### src/flt_pkg.sv
// shared types and codes for the fingerprint leaf table
package flt_pkg;

	localparam int KEY_W = 64;
	localparam int VAL_W = 64;
	localparam int TAG_W = 8;
	localparam int IDX_OUT_W = 5;

	localparam logic OP_INSERT = 1'b0;
	localparam logic OP_LOOKUP = 1'b1;

	localparam logic [1:0] ST_INSERTED  = 2'd0;
	localparam logic [1:0] ST_FULL      = 2'd1;
	localparam logic [1:0] ST_FOUND     = 2'd2;
	localparam logic [1:0] ST_NOT_FOUND = 2'd3;

	typedef struct packed {
		logic             lookup;
		logic [KEY_W-1:0] key;
		logic [VAL_W-1:0] value;
	} cmd_t;

	typedef struct packed {
		logic valid;
		cmd_t cmd;
	} queue_head_t;

	typedef enum logic [1:0] {
		BK_IDLE,
		BK_EXEC,
		BK_SCAN,
		BK_CHECK
	} back_state_t;

endpackage

### src/flt_ram.sv
// generic single write port ram with registered read
module flt_ram #(
	parameter int WIDTH = 128,
	parameter int DEPTH = 32
) (
	input  logic                                    clk,
	input  logic                                    we,
	input  logic [(DEPTH > 1 ? $clog2(DEPTH) : 1)-1:0] waddr,
	input  logic [WIDTH-1:0]                        wdata,
	input  logic [(DEPTH > 1 ? $clog2(DEPTH) : 1)-1:0] raddr,
	output logic [WIDTH-1:0]                        rdata
);

	logic [WIDTH-1:0] mem_q [DEPTH];

	always_ff @(posedge clk) begin
		if (we) begin
			mem_q[waddr] <= wdata;
		end
		rdata <= mem_q[raddr];
	end

endmodule

### src/flt_back.sv
// leaf execution: slot allocation, fingerprint filter and key check
module flt_back #(
	parameter int SLOTS = 32
) (
	input  logic                  clk,
	input  logic                  arst_n,
	input  flt_pkg::queue_head_t  head,
	output logic                  pop,
	output logic                  done,
	output logic [1:0]            status,
	output logic [63:0]           found_value,
	output logic [4:0]            slot_index
);
	import flt_pkg::*;

	localparam int IDX_W = (SLOTS > 1) ? $clog2(SLOTS) : 1;

	back_state_t            state_q, state_n;
	cmd_t                   cmd_q;
	logic [SLOTS-1:0]       valid_q, valid_n;
	logic [TAG_W-1:0]       tag_q [SLOTS];
	logic [SLOTS-1:0]       cand_q, cand_n;
	logic [IDX_W-1:0]       cur_q, cur_n;

	logic                   done_n;
	logic [1:0]             status_n;
	logic [VAL_W-1:0]       value_n;
	logic [IDX_OUT_W-1:0]   index_n;
	logic                   done_q;
	logic [1:0]             status_q;
	logic [VAL_W-1:0]       value_q;
	logic [IDX_OUT_W-1:0]   index_q;

	logic [SLOTS-1:0]       free_vec;
	logic [SLOTS-1:0]       tag_hit;
	logic [IDX_W-1:0]       free_idx;
	logic [IDX_W-1:0]       cand_idx;
	logic                   tag_we;

	logic                   ram_we;
	logic [KEY_W+VAL_W-1:0] ram_rdata;
	logic [KEY_W-1:0]       rd_key;
	logic [VAL_W-1:0]       rd_val;

	assign free_vec = ~valid_q;
	assign rd_key = ram_rdata[KEY_W+VAL_W-1:VAL_W];
	assign rd_val = ram_rdata[VAL_W-1:0];

	// fingerprint filter across all slots
	always_comb begin
		for (int i = 0; i < SLOTS; i++) begin
			tag_hit[i] = valid_q[i] & (tag_q[i] == cmd_q.key[TAG_W-1:0]);
		end
	end

	// lowest free slot and lowest remaining candidate
	always_comb begin
		free_idx = '0;
		cand_idx = '0;
		for (int i = SLOTS - 1; i >= 0; i--) begin
			if (free_vec[i]) begin
				free_idx = IDX_W'(i);
			end
			if (cand_q[i]) begin
				cand_idx = IDX_W'(i);
			end
		end
	end

	always_comb begin
		state_n = state_q;
		valid_n = valid_q;
		cand_n = cand_q;
		cur_n = cur_q;
		pop = 1'b0;
		ram_we = 1'b0;
		tag_we = 1'b0;
		done_n = 1'b0;
		status_n = status_q;
		value_n = value_q;
		index_n = index_q;
		unique case (state_q)
			BK_IDLE: begin
				if (head.valid) begin
					pop = 1'b1;
					state_n = BK_EXEC;
				end
			end
			BK_EXEC: begin
				if (!cmd_q.lookup) begin
					done_n = 1'b1;
					value_n = '0;
					if (|free_vec) begin
						ram_we = 1'b1;
						tag_we = 1'b1;
						valid_n[free_idx] = 1'b1;
						status_n = ST_INSERTED;
						index_n = IDX_OUT_W'(free_idx);
					end else begin
						status_n = ST_FULL;
						index_n = '0;
					end
					state_n = BK_IDLE;
				end else begin
					cand_n = tag_hit;
					state_n = BK_SCAN;
				end
			end
			BK_SCAN: begin
				if (cand_q == '0) begin
					done_n = 1'b1;
					status_n = ST_NOT_FOUND;
					value_n = '0;
					index_n = '0;
					state_n = BK_IDLE;
				end else begin
					cur_n = cand_idx;
					state_n = BK_CHECK;
				end
			end
			BK_CHECK: begin
				if (rd_key == cmd_q.key) begin
					done_n = 1'b1;
					status_n = ST_FOUND;
					value_n = rd_val;
					index_n = IDX_OUT_W'(cur_q);
					state_n = BK_IDLE;
				end else begin
					cand_n[cur_q] = 1'b0;
					state_n = BK_SCAN;
				end
			end
			default: state_n = BK_IDLE;
		endcase
	end

	flt_ram #(
		.WIDTH(KEY_W + VAL_W),
		.DEPTH(SLOTS)
	) u_slot_ram (
		.clk  (clk),
		.we   (ram_we),
		.waddr(free_idx),
		.wdata({cmd_q.key, cmd_q.value}),
		.raddr(cand_idx),
		.rdata(ram_rdata)
	);

	always_ff @(posedge clk) begin
		if (pop) begin
			cmd_q <= head.cmd;
		end
		if (tag_we) begin
			tag_q[free_idx] <= cmd_q.key[TAG_W-1:0];
		end
		cand_q <= cand_n;
		cur_q <= cur_n;
		status_q <= status_n;
		value_q <= value_n;
		index_q <= index_n;
	end

	always_ff @(posedge clk or negedge arst_n) begin
		if (!arst_n) begin
			state_q <= BK_IDLE;
			valid_q <= '0;
			done_q <= 1'b0;
		end else begin
			state_q <= state_n;
			valid_q <= valid_n;
			done_q <= done_n;
		end
	end

	assign done = done_q;
	assign status = status_q;
	assign found_value = value_q;
	assign slot_index = index_q;

endmodule

### config.mk
export PLATFORM = sky130hd
export DESIGN_NAME = flt_back
export DESIGN_NICKNAME = d
export VERILOG_FILES = /design/src/flt_pkg.sv /design/src/flt_ram.sv /design/src/flt_back.sv
export SDC_FILE = /design/constraint.sdc
export NUM_CORES = 2
export LEC_CHECK = 0
export ABC_CLOCK_PERIOD_IN_PS = 21000
export BUFFER_PORTS_ARGS = -buffer_cell sky130_fd_sc_hd__buf_2
export CORE_UTILIZATION = 55
export CTS_CLUSTER_DIAMETER = 100
export DETAILED_ROUTE_END_ITERATION = 8
export HOLD_SLACK_MARGIN = 0.02
export PLACE_DENSITY_LB_ADDON = 0.05
export SYNTH_ARGS = -nofsm -noshare
export SYNTH_HDL_FRONTEND = slang
export SYNTH_MEMORY_MAX_BITS = 65536
export SYNTH_SLANG_ARGS = --single-unit
### constraint.sdc
create_clock -name clk -period 21 [get_ports clk]
set_input_delay 4.2 -clock clk [delete_from_list [all_inputs] [get_ports clk]]
set_output_delay 4.2 -clock clk [all_outputs]
set_load 0.02 [all_outputs]
==> out/summary.txt <==
Buffer and inverter count on the worst path: 3
Worst hold start: u_slot_ram.rdata[49]$_DFF_P_
Met3 layer usage reported by global route: 4.89%
Comb power frac: 25.3%
Syn avg cell area: 15.6 µm²
Hold Fails Final Rpt: 0
Synth top area share: 75.4%
NetSw: 8.50 mW
TritonCTS clock tree: built
Min cycle time layout: 9.50 ns
Critical path class: in2out
Total CTS buffers: 454
Yosys reg bits: 4,496
Worst-path cell chain: buf_2, nor3b_2, buf_4, buf_2
Die area: 316,000 µm²
EDFF count, synth: 4,333
Register area: 134,000 µm²
Routing usage on met2: 53.4%
Tot GR Track Use: 32.9%
Tightest Pin Transition: 1.30 ns
Power per Cell Area: 131 nW/µm²
Synth Area in Compound Gates: 10.1%
Crit-path max cell delay: 0.46 ns
Seq pwr share: 42.7%
XOR/XNOR Fraction of Synth Area: 1.62%
# placed instances: 14,863
Grt ovf: 0
Sw Share: 33.4%
Fin crit share: 45.2%
Worst r2r path cells: 12
Ys Warns: 0
Setup TNS: 0 ns
Top Ports: 205
Layout net count: 11,311
Sequential fraction of the synthesis area: 77.3%
Largest net degree at the start of global routing: 163
Skew-Pair Late Insertion Delay: 0.99 ns
Leading cell types in the layout, fill and taps excluded: edfxtp_1, o21ai_0, nand2_1, nor3_1, o211ai_1
Hold path endpoint: found_value[49]$_SDFFCE_PN0P_
Initial antenna violation count: 17
WHS Path Cells: 1
R2R Setup Slk: 14.16 ns
Multi-input logic area: 36,000 µm²
Syn_nets: 11,178
Mux cell area share after synthesis: 2.52%
Async set or reset register ratio after synthesis: 0.778%
Slew HR: 13.3%
DR iter-0 viols: 15,003
Sink Count: 4,496
# fillers: 22,656
Vias: 105,825
Final max-slew violation count: 0
Initial Util: 55.3%
Netlist Area Pre-Place: 173,000 µm²
Leak pwr: 61.8 nW
VDD IR max: 0.147 mV
Fin cells: 15,729
Core ar.: 312,000 µm²
Worst path most repeated cell: buf_2
Largest area contributor in the netlist: edfxtp_1
DRC viols: 0
CP delay by family, top: buffers and inverters
First-pass GRT wire length: 744 mm
Critical Path AT: 5.30 ns
PortBufs: 204
CP Max Fanout: 3
Slowest cell on the critical path: buf_4
Post-synthesis cell type count: 76
Detail Placement HPWL: 247 mm
Post-synthesis simple-gate area fraction: 6.45%
H-Tree Depth: 5
Worst Setup End Kind: output pin
Post-CTS Setup Inserts: 0
Layer with the highest usage: met2
First-pass iteration count of the detailed router: 6
CTS clk-pin slew, worst paths: 0.06 ns
Clk_skew: 0.0540 ns
Total wire length: 528 mm
Type of origin of the critical path: input port
Final Wtd Congestion: 0.842
Synth Area in Adders: 0%
DR vias/cell: 6.73
Die Y: 562 µm
Hold Crit Class: reg2reg
MaxCap Viol Count: 0
Setup-failing EPs final: 0
Max Clk Rate: 0.105 GHz
Clock power share: 32.0%
Hold-fix buffer count after cts: 0
Most common cell after layout, fill and taps aside: edfxtp_1
Area Growth Syn to Fin: 12.2%
Ys flop type: edfxtp_1
Die width: 562 µm
Outcome: finished clean
Vias in the first global route: 101,899
Max clock buf depth: 4
Met1 Use GR: 45.7%
WL per Instance: 33.6 µm
Cells after synthesis: 11,046
Cts repair resizes: 0
Reg-to-reg critical path startpoint: cand_q[20]$_DFFE_PP_
Internal cell power: 17.0 mW
Largest family of logic cells by synthesized area: compound AO/OA/AOI/OAI gates
Row cnt: 205
Required time worst endpoint: 16.80 ns
Clk root buf: clkbuf_16
RSZ-0062 raised after global routing: no
Share of cells above drive strength 1: 10.9%
Capturing point of the worst reg2reg path: u_slot_ram.rdata[51]$_DFF_P_
Ranking of synthesized cells by area: edfxtp_1, mux2i_1, o211ai_1, o21ai_0, nor3_1
DRT antenna net count: 0
synthesized netlist by cell type (7+ instances only):
cell type / count
and4b_1: 7
o32ai_1: 12
a22oi_1: 133
a31oi_1: 39
nor3_1: 620
o2bb2a_1: 7
dfxtp_1: 128
o2111ai_1: 7
o41ai_1: 8
nand2_1: 631
a32o_1: 37
o221ai_1: 201
xnor2_1: 121
a21oi_1: 295
nand4_1: 124
buf_1: 66
nor4_1: 131
nor2_1: 280
o211ai_1: 472
mux2i_1: 435
a21o_1: 9
nor4b_1: 31
o2bb2ai_1: 55
or3_1: 52
and3_1: 64
o21ai_0: 705
xor2_1: 199
nand2b_1: 7
o21ai_1: 111
buf_2: 108
a2111oi_0: 130
o31ai_1: 15
edfxtp_1: 4333
clkbuf_1: 623
inv_1: 75
dfrtp_1: 35
a32oi_1: 12
nand3_1: 321
o221a_2: 53
o22ai_1: 257
o21bai_1: 26
state kept, by name, indices dropped and copies added (netlist names):
| signal | cells |
|---|---|
| cur_q | 5 |
| cand_q | 32 |
| state_q | 2 |
| status | 2 |
| slot_index | 5 |
| cmd_q | 129 |
| done | 1 |
| found_value | 64 |
| tag_q | 224 |
| u_slot_ram.mem_q | 3872 |
| u_slot_ram.rdata | 128 |
| valid_q | 32 |
power groups by stage:
stage	sequential (mW)	clock, mW	combinational (mW)
floorplan	11.0	0	3.98
global placement	11.0	0	6.25
detailed placement	11.1	0	6.34
CTS	10.9	8.21	6.36
global route	10.9	8.54	6.82
finish	10.9	8.15	6.45
final cells by class:
cell class	count	share of cell area, %
antenna	6	0.00775
clock buffer	625	6.43
clock inverter	235	1.33
inverter	76	0.152
multi-input combinational	5671	18.6
sequential	4496	69.0
tap	4140	2.67
timing repair buffer	480	1.84
worst max path at each step:
stage / slack [ns] / cells past startpoint / end / startpoint
6_report: 11.50 / 4 / pop / head[129]
5_1_grt: 11.46 / 4 / pop / head[129]
4_1_cts: 11.48 / 4 / pop / head[129]
3_5_place_dp: 11.48 / 4 / pop / head[129]
3_3_place_gp: 11.47 / 4 / pop / head[129]
2_1_floorplan: 2.93 / 1 / pop / head[129]
kinds of logic after synthesis:
kind of cell,Yosys count
XOR/XNOR,320
flip-flops,4496
AND/OR/NAND/NOR,2305
AO/OA/AOI/OAI,2611
multiplexers,435
buffers and inverters,879
metal layers:
| layer | vias to the layer above | share of wire [%] |
|---|---|---|
| li1 | 44242 | - |
| met1 | 54467 | 39 |
| met2 | 6006 | 47 |
| met3 | 1098 | 9.4 |
| met4 | 12 | 3.7 |
| met5 | - | 0.014 |
metrics by stage:
step / power [mW] / hold WS, ns / setup WS [ns] / instance area [µm²] / util (%)
after floorplan: 15.0 / 0.480 / 2.93 / 173000 / -
after global placement: 17.3 / 0.529 / 11.47 / 179000 / 57.2
after detailed placement: 17.4 / 0.530 / 11.48 / 179000 / 57.2
after CTS: 25.4 / 0.544 / 11.48 / 194000 / 62.0
after global routing: 26.3 / 0.559 / 11.46 / 194000 / 62.0
final: 25.5 / 0.543 / 11.50 / 194000 / 62.0
Power figures use the tool's default switching activity.
