--- src/flt_pkg.sv ---
// shared types and codes for the fingerprint leaf table
package flt_pkg;

	localparam int KEY_W = 64;
	localparam int VAL_W = 64;
	localparam int TAG_W = 8;
	localparam int IDX_OUT_W = 5;

	localparam logic OP_INSERT = 1'b0;
	localparam logic OP_LOOKUP = 1'b1;

	localparam logic [1:0] ST_INSERTED  = 2'd0;
	localparam logic [1:0] ST_FULL      = 2'd1;
	localparam logic [1:0] ST_FOUND     = 2'd2;
	localparam logic [1:0] ST_NOT_FOUND = 2'd3;

	typedef struct packed {
		logic             lookup;
		logic [KEY_W-1:0] key;
		logic [VAL_W-1:0] value;
	} cmd_t;

	typedef struct packed {
		logic valid;
		cmd_t cmd;
	} queue_head_t;

	typedef enum logic [1:0] {
		BK_IDLE,
		BK_EXEC,
		BK_SCAN,
		BK_CHECK
	} back_state_t;

endpackage

--- src/flt_front.sv ---
// request intake, decode and two-entry command queue
module flt_front (
	input  logic                clk,
	input  logic                arst_n,
	input  logic                start,
	input  logic                operation,
	input  logic [63:0]         search_key,
	input  logic [63:0]         entry_value,
	output logic                busy,
	input  logic                pop,
	output flt_pkg::queue_head_t head
);
	import flt_pkg::*;

	cmd_t       slot_q [2];
	logic       wr_ptr_q;
	logic       rd_ptr_q;
	logic [1:0] count_q;
	logic       push;
	logic       do_pop;
	cmd_t       incoming;

	assign busy = (count_q == 2'd2);
	assign push = start & ~busy;
	assign do_pop = pop & (count_q != 2'd0);

	// classify the request
	always_comb begin
		incoming.lookup = (operation == OP_LOOKUP);
		incoming.key = search_key;
		incoming.value = entry_value;
	end

	assign head.valid = (count_q != 2'd0);
	assign head.cmd = slot_q[rd_ptr_q];

	always_ff @(posedge clk) begin
		if (push) begin
			slot_q[wr_ptr_q] <= incoming;
		end
	end

	always_ff @(posedge clk or negedge arst_n) begin
		if (!arst_n) begin
			wr_ptr_q <= 1'b0;
			rd_ptr_q <= 1'b0;
			count_q <= 2'd0;
		end else begin
			if (push) begin
				wr_ptr_q <= ~wr_ptr_q;
			end
			if (do_pop) begin
				rd_ptr_q <= ~rd_ptr_q;
			end
			case ({push, do_pop})
				2'b10: count_q <= count_q + 2'd1;
				2'b01: count_q <= count_q - 2'd1;
				default: count_q <= count_q;
			endcase
		end
	end

endmodule

--- config.mk ---
export PLATFORM = sky130hd
export DESIGN_NAME = flt_front
export DESIGN_NICKNAME = d
export VERILOG_FILES = /design/src/flt_pkg.sv /design/src/flt_front.sv
export SDC_FILE = /design/constraint.sdc
export NUM_CORES = 1
export LEC_CHECK = 0
export BUFFER_PORTS_ARGS = -buffer_cell sky130_fd_sc_hd__buf_2
export CAP_MARGIN = 10
export CORE_ASPECT_RATIO = 0.8
export CORE_MARGIN = 4
export CORE_UTILIZATION = 44
export CTS_BUF_LIST = sky130_fd_sc_hd__clkbuf_4
export CTS_CLUSTER_SIZE = 40
export DETAILED_ROUTE_END_ITERATION = 10
export PLACE_DENSITY = 0.72
export SETUP_SLACK_MARGIN = 0.05
export SYNTH_ARGS = -nofsm -noshare
export SYNTH_HDL_FRONTEND = slang
export SYNTH_SLANG_ARGS = --single-unit
--- constraint.sdc ---
create_clock -name clk -period 6.5 [get_ports clk]
set_clock_uncertainty 0.05 [all_clocks]
set_input_delay 0.65 -clock clk [delete_from_list [all_inputs] [get_ports clk]]
set_output_delay 0.65 -clock clk [all_outputs]
set_load 0.005 [all_outputs]
==> results of run 1 <==
==> per-stage QoR <==
step / utilization (%) / hold slack [ns] / instance area [µm²] / instances
after floorplan: - / 0.304 / 9530 / 419
after global placement: 52.9 / 0.405 / 11100 / 941
after detailed placement: 52.9 / 0.410 / 11100 / 941
after CTS: 56.6 / 0.0473 / 11900 / 1051
after global routing: 56.6 / 0.0494 / 11900 / 1051
final: 56.6 / 0.137 / 11900 / 1051
==> layout make-up <==
type,instances,share of cell area (%)
Multi-Input combinational cell,142,13.1
Clock inverter,20,0.885
Clock buffer,89,5.62
Timing Repair Buffer,268,11.4
Sequential cell,262,66.1
Inverter,1,0.0316
Tap cell,269,2.83
==> layout by cell type (no fill, tap or decap), drive strengths merged <==
master and count:
mux2 129, nand2 1, and2 1, buf 267
nor2 2, xnor2 3, edfxtp 258, dlygate4sd3 1
inv 1, ha 1, and3 1, bufinv 1
clkbuf 89, or2 1, xor2 2, clkinv 19
nand2b 1, dfrtp 4
==> kinds of logic (layout without fill, tap and decap cells) <==
family | Yosys count | count (layout)
DFF | 262 | 262
muxes | 129 | 129
buffers and inverters | 15 | 378
and+or+nand+nor | 7 | 7
xor gates and xnor gates | 5 | 5
adders and majority gates | 1 | 1
==> power breakdown <==
part,total [W],switching [W],internal [W]
clock,0.00126,0.000590,0.000666
combinational,0.00133,0.000651,0.000676
sequential,0.00248,0.000166,0.00231
total,0.00506,0.00141,0.00366
==> critical path, cell delays in order, from the launching register on <==
cell and delay [ns]:
dfrtp_4 0.97, buf_4 0.77, mux2_2 0.44, buf_2 0.13
==> worst paths after layout <==
kind                                startpoint       endpoint  slack [ns]  cells after the start
worst max-delay path                  rd_ptr_q      head[119]        2.69                      3
worst min-delay path            entry_value[0]   slot_q[0][0]        0.14                      1
worst max register to register      count_q[0]  slot_q[0][61]        3.69                      5
worst min register to register      count_q[1]     count_q[1]        0.47                      1
max in group asynchronous               arst_n     count_q[0]        5.93                      2
min in group asynchronous               arst_n       rd_ptr_q        0.33                      2
==> state kept, by name (all words and copies together), names as in the netlist <==
name and cells:
slot_q 258, count_q 2, rd_ptr_q 1, wr_ptr_q 1
==> timing repair <==
action                                  CTS  global route
hold buffers                              1             0
endpoints found under the setup margin    0             0
hold endpoints to repair                  4             0
==> layer usage <==
layer / up-vias / wire (µm)
met5: - / 0
met1: 2438 / 7640
met3: 28 / 1610
li1: 2338 / -
met2: 218 / 9510
met4: 0 / 322
==> impl_metrics.toml, run 1 <==
[status]
status = "finished clean"

[global_route]
grt_util_all_layers_pct = 15.3
grt_max_degree = 69
gr-usage-met1_pct = 18.7
grt_use_met2_pct = 25.1
antenna_found_initial = 0
grt_overflow = 0
grt_pass1_wl_um = 29600
grtUsageMet3_pct = 5.48
grt-busiest-layer = "met2"
grt_pass1_vias = 5696

[synthesis]
synth_fa_ha_area_share_pct = 0.131
syn_area_um2 = 9530
synth_edf_count = 258
syn_area_per_cell_um2 = 22.7
synth_top_area_share_pct = 81.3
synth_cell_type_count = 16
synth_area_leader_cell = "edfxtp_1"
synth-simple-area-share_pct = 0.381
synth_xor_xnor_area_share_pct = 0.459
synth_compound_area_share_pct = 0
synth-seq-cells = 262
synth_most_common_cell = "edfxtp_1"
ys.warnings.count = 0
ys_top_cells_by_area = "edfxtp_1, mux2_2, buf_6, dfrtp_1, xnor2_1"
netlist_instances = 419
synthTopCellsByCount = "edfxtp_1, mux2_2, buf_6"
async_flop_share_pct = 1.53
synth_top_family_by_area = "multiplexers"
synth-seq-area-share_pct = 82.3
synthFlopType = "edfxtp_1"
mappedNetlistNets = 553
synth.mux.area_fraction_pct = 15.2

[critical_path]
crit_fanout = 68
worst_ep_arrival_time_ns = 3.11
critPathKind = "flip-flop to output port"
required_ns = 5.80
endpoint_kind = "output port"
start_kind = "flip-flop"

[detailed_routing]
wl_per_cell_um = 18.2
routed_wl_um = 19100
drt-pass1-iter-count = 6
ant_nets = 0
drt-initial-drc-count = 211
routed_via_density = 4.78
via_count = 5022
drc = 0

[place]
place_ws_ns = 3.33
dp_hpwl_um = 12600
routabilityCongestion = 0.752
io_buffers = 263

[sta]
rsz0062_at_grt = "false"
finalSetupViolCount = 0
post-route-min-period_ns = 3.81
max_freq_ghz = 0.262
fin_crit_sh_pct = 58.6
worst_slew_pin_slew_ns = 0.970
hold_viol = 0
worst_slack_ns = 2.69
slew_headroom_pct = 35.3
maxSlewViolCount = 0
final.setup.tns_ns = 0

[power]
finalPower_w = 0.00506
ir_worst_vdd_uv = 232
power.density_nw_per_um2 = 426
leakage_nw = 4.52

[finish]
fill_cells = 1631
final_net_count = 869
n_antenna_cell = 0
syn_to_final_growth_pct = 24.6
multi_input_area_um2 = 1560
regArea_um2 = 7850
drive_gt1_share_pct = 63.0

[cts]
htree_levels = 2
clk_pin_slew_ns = 0.07
post_cts_buffers = 0
cts-resized-gates = 0
cts_sinks = 262
cts_tree = "yes"
worstSkewPairLatency_ns = 0.64
root_buffer = "clkbuf_4"
clock_path_buffers = 3
cts_buffers = 60

[job]
cap_violations = 0

[floorplan]
rows = 47
die_h_um = 140
core_um2 = 21000
die_area_um2 = 24100
pin_count = 264
initial_utilization_pct = 45.4
fp.dieW_um = 173

[min_path]
hp-class = "input pin to flip-flop"
No activity file was read; power rests on OpenSTA's default activity.
==> inputs of run 2 (changes only) <==
- ABC_AREA: default -> 1
- clock period: 6.5 -> 3.5 ns (I/O delays scaled with it)
==> impl_metrics.toml, run 2 <==
[synthesis]
mappedNetlistNets = 840
ys_top_cells_by_area = "edfxtp_1, nand2_1, buf_6, dfrtp_1, buf_2"
async_flop_share_pct = 1.53
synth_area_leader_cell = "edfxtp_1"
syn_area_per_cell_um2 = 13.7
synth_edf_count = 258
synthFlopType = "edfxtp_1"
synth_cell_type_count = 15
ys.warnings.count = 0
synth_most_common_cell = "nand2_1"
synth_top_area_share_pct = 80.4
synth-seq-area-share_pct = 81.4
syn_area_um2 = 9640
synthTopCellsByCount = "nand2_1, edfxtp_1, buf_2"
synth-seq-cells = 262
netlist_instances = 706

[power]
switching_share_pct = 32.7
finalPower_w = 0.0101
ir_worst_vdd_uv = 461
p_int_w = 0.00680
p_comb_share_pct = 30.8
power.density_nw_per_um2 = 754
pwr-share-seq_pct = 43.9
leakage_nw = 5.84
p_switching_w = 0.00331
p_clk_share_pct = 25.3

[critical_path]
critical-path-max-stage-delay_ns = 0.50
endpoint_kind = "output port"
crit_family = "buffers and inverters"
worst_ep_arrival_time_ns = 2.33
cpMaxStageDelayCell = "dfrtp_4"
worst-path-buf-inv = 3
cp_num_cells = 5
reg2reg_depth = 4
crit_fanout = 82
required_ns = 3.10
start_kind = "flip-flop"
critPathKind = "flip-flop to output port"
cpMostUsedCell = "nand2_1"
path_cells = "inv_4 > buf_12 > nand2_1 > nand2_1 > buf_2"

[detailed_routing]
drc = 0
drt-initial-drc-count = 467
via_count = 6828
wl_per_cell_um = 15.8
routed_wl_um = 23200
routed_via_density = 4.65
ant_nets = 0
drt-pass1-iter-count = 5

[floorplan]
die_area_um2 = 24400
core_um2 = 21600
pin_count = 264
fp.dieW_um = 174
initial_utilization_pct = 44.7
rows = 48
die_h_um = 140

[sta]
fin_crit_sh_pct = 77.9
rsz0062_at_grt = "false"
post-route-min-period_ns = 2.73
final.setup.tns_ns = 0
finalSetupViolCount = 0
maxSlewViolCount = 0
slew_headroom_pct = 52.2
max_freq_ghz = 0.367
hold_viol = 0
worst_slack_ns = 0.773
worst_hold_slack_ns = 0.403
worst_slew_pin_slew_ns = 0.716

[cts]
htree_levels = 3
postCtsHoldBufs = 133
clock_path_buffers = 3
cts_sinks = 262
clk_pin_slew_ns = 0.06
cts-resized-gates = 0
cts_buffers = 67
worstSkewPairLatency_ns = 0.59
post_cts_buffers = 0
cts_tree = "yes"
root_buffer = "clkbuf_4"

[global_route]
grt_overflow = 0
grt_util_all_layers_pct = 18.7
grt_pass1_vias = 7187
antenna_found_initial = 1
grt_max_degree = 131
grt_pass1_wl_um = 36200

[finish]
final_common_cell = "nand2_1"
final_net_count = 1283
drive_gt1_share_pct = 32.2
finalCoreUtilization_pct = 62.2
final_cell_mix = "nand2_1, buf_2, edfxtp_1"
largest_reg_flops = 258
largest-register = "slot_q"
syn_to_final_growth_pct = 39.0
top_regs = "slot_q: 258 flops, count_q: 2 flops"
fill_cells = 1541

[place]
place_ws_ns = 1.35
routabilityCongestion = 0.769
io_buffers = 263
dp_hpwl_um = 12700

[min_path]
hp-class = "input pin to flip-flop"
min_path_cells = 2

[status]
status = "finished clean"

[job]
cap_violations = 0
-- run 2: cells by family (layout without fill, tap and decap cells) --
logic type | after synthesis | count (layout) | share of synthesized area [%]
and+or+nand+nor | 403 | 403 | 15.8
AOI/OAI and AO/OA | 1 | 1 | 0.0519
other | 0 | 1 | 0
adders and majority gates | 1 | 1 | 0.130
xor gates and xnor gates | 1 | 1 | 0.0909
DFF | 262 | 262 | 81.4
buffers and inverters | 38 | 524 | 2.58
-- run 2: area by class of cell --
| cell class | count | area [µm²] | share of cell area, % |
|---|---|---|---|
| clock buffer | 102 | 766 | 5.71 |
| timing repair buffer | 403 | 2760 | 20.6 |
| multi-input combinational | 406 | 1550 | 11.6 |
| clock inverter | 10 | 83.8 | 0.625 |
| inverter | 9 | 40.0 | 0.299 |
| antenna | 1 | 2.50 | 0.0187 |
| tap | 275 | 344 | 2.57 |
| sequential | 262 | 7850 | 58.6 |
-- run 2: power by group through the flow --
stage | clock network [W] | registers (W) | logic, W
after CTS | 0.00264 | 0.00443 | 0.00311
final | 0.00255 | 0.00444 | 0.00311
after global routing | 0.00282 | 0.00449 | 0.00347
after global placement | 0 | 0.00448 | 0.00294
after floorplan | 0 | 0.00450 | 0.00168
after detailed placement | 0 | 0.00450 | 0.00298
-- run 2: metrics by stage --
step	cells	area, µm²
finish	1468	13400
floorplan	706	9650
global placement	1222	11200
CTS	1467	13400
detailed placement	1222	11200
global route	1468	13400
-- run 2: final timing paths --
kind / startpoint / end / slack [ns]
setup / recovery: rd_ptr_q / head[44] / 0.77
hold / removal: entry_value[5] / slot_q[0][5] / 0.40
setup reg to reg: count_q[1] / slot_q[1][57] / 1.37
hold reg to reg: count_q[1] / count_q[1] / 0.42
max in group asynchronous: arst_n / rd_ptr_q / 2.54
min in group asynchronous: arst_n / rd_ptr_q / 0.64
-- run 2: metal layers --
metal	track usage (%)	vias up	routed length, µm
li1	-	3294	-
met1	22.3	3187	9300
met2	30.8	294	11300
met3	7.10	53	2020
met4	7.77	0	605
met5	0	-	0
==> inputs of run 3 (changes only) <==
- PLACE_DENSITY: 0.72 -> 0.69
- clock period: 3.5 -> 2.8 ns (I/O delays scaled with it)
==> impl_metrics.toml, run 3 (synthesis results as in run 2) <==
[sta]
worst_slack_ns = 0.376
slew_headroom_pct = 51.0
fin_crit_sh_pct = 86.6
hold_viol = 0
max_freq_ghz = 0.413
rsz0062_at_grt = "false"
worst_slew_pin_slew_ns = 0.735
finalSetupViolCount = 0
worst_hold_slack_ns = 0.338
maxSlewViolCount = 0
post-route-min-period_ns = 2.42

[place]
postPlaceCellArea_um2 = 11200
placed_cells = 1222
place_ws_ns = 0.973
dp_hpwl_um = 12900
io_buffers = 263
routabilityCongestion = 0.756

[cts]
cts-resized-gates = 0
htree_levels = 3
cts_sinks = 262
cts_buffers = 68
clock_path_buffers = 3
worstSkewPairLatency_ns = 0.60
root_buffer = "clkbuf_4"
post_cts_buffers = 0
clk_pin_slew_ns = 0.06
postCtsHoldBufs = 133
cts_tree = "yes"

[finish]
multi_input_area_um2 = 1560
top_regs = "slot_q: 258 flops, count_q: 2 flops"
syn_to_final_growth_pct = 39.1
final_net_count = 1284
final_common_cell = "nand2_1"
regArea_um2 = 7850
final_cell_count_no_fill = 1462
fill_cells = 1615
largest-register = "slot_q"
n_antenna_cell = 0
largest_reg_flops = 258
final_cell_mix = "nand2_1, buf_2, edfxtp_1"
drive_gt1_share_pct = 31.7
finalInstanceArea_um2 = 13400

[critical_path]
critical-path-max-stage-delay_ns = 0.50
critPathKind = "flip-flop to output port"
crit_fanout = 39
r2r_start = "count_q[1]"
start_kind = "flip-flop"
path_cells = "inv_4 > buf_4 > nand2_1 > nand2_1 > buf_2"
cpMaxStageDelayCell = "dfrtp_4"
worst_ep_arrival_time_ns = 2.09
reg2reg_depth = 6
r2r_end = "slot_q[0][94]"
crit_family = "buffers and inverters"
reg2reg_slack_ns = 0.95
cpMostUsedCell = "nand2_1"
required_ns = 2.47
worst-path-buf-inv = 3
endpoint_kind = "output port"

[power]
switching_share_pct = 31.8
p_clk_share_pct = 25.9
leakage_nw = 5.85
power.density_nw_per_um2 = 945
ir_worst_vdd_uv = 606
pwr-share-seq_pct = 43.9
p_switching_w = 0.00403
finalPower_w = 0.0127
p_comb_share_pct = 30.2
p_int_w = 0.00864

[min_path]
min_path_cells = 2
hp-start = "search_key[50]"
hp-class = "input pin to flip-flop"
hold_end = "slot_q[1][114]"

[floorplan]
pin_count = 264
die_area_um2 = 24400
rows = 48
initial_utilization_pct = 44.7
die_h_um = 140
core_um2 = 21600
fp.dieW_um = 174

[detailed_routing]
wl_per_cell_um = 15.2
via_count = 6691
routed_wl_um = 22200
ant_nets = 0
drt-initial-drc-count = 357
drt-pass1-iter-count = 4
routed_via_density = 4.58
drc = 0

[global_route]
antenna_found_initial = 0
grt_pass1_vias = 7145
grt_pass1_wl_um = 35400
grt_overflow = 0
grt_util_all_layers_pct = 18.2
grt_max_degree = 131

[status]
status = "finished clean"

[job]
cap_violations = 0
-- run 3: changes by cell type in the layout (fill, tap and decap cells not counted), moves of 3 or more --
cell        previous run  this run
clkbuf_4             102        92
bufinv_16              1         4
clkinv_1               2         7
clkinvlp_4             4         1
-- run 3: metrics by stage --
stage | TNS (ns) | utilization [%]
after detailed placement | 0 | 52.1
after global routing | 0 | 62.2
after CTS | 0 | 62.2
final | 0 | 62.2
after floorplan | -54.03 | -
after global placement | 0 | 52.1
-- run 3: worst max path at each step --
stage,from,endpoint,slack (ns),depth (start not counted)
floorplan,count_q[1],slot_q[1][0],-0.21,3
global placement,rd_ptr_q,head[90],0.98,5
detailed placement,rd_ptr_q,head[40],0.97,5
CTS,rd_ptr_q,head[40],0.28,5
global route,rd_ptr_q,head[68],0.15,5
finish,rd_ptr_q,head[9],0.38,5
-- run 3: power groups by stage --
stage	Combinational [W]	Clock [W]	Sequential, W
2_1_floorplan	0.00211	0	0.00563
3_3_place_gp	0.00369	0	0.00561
3_5_place_dp	0.00373	0	0.00563
4_1_cts	0.00390	0.00339	0.00555
5_1_grt	0.00433	0.00363	0.00563
6_report	0.00383	0.00329	0.00556
-- run 3: layout make-up --
cell class	count	area share, %
Clock buffer	92	5.15
Clock inverter	15	1.24
Inverter	9	0.298
Multi-Input combinational cell	406	11.6
Sequential cell	262	58.5
Tap cell	275	2.56
Timing Repair Buffer	403	20.6
-- run 3: metal layers --
| layer | track usage (%) | part of all wire (%) |
|---|---|---|
| met1 | 22.2 | 41 |
| met2 | 29.8 | 48 |
| met3 | 6.48 | 8.0 |
| met4 | 7.68 | 2.3 |
| met5 | 0 | 0 |
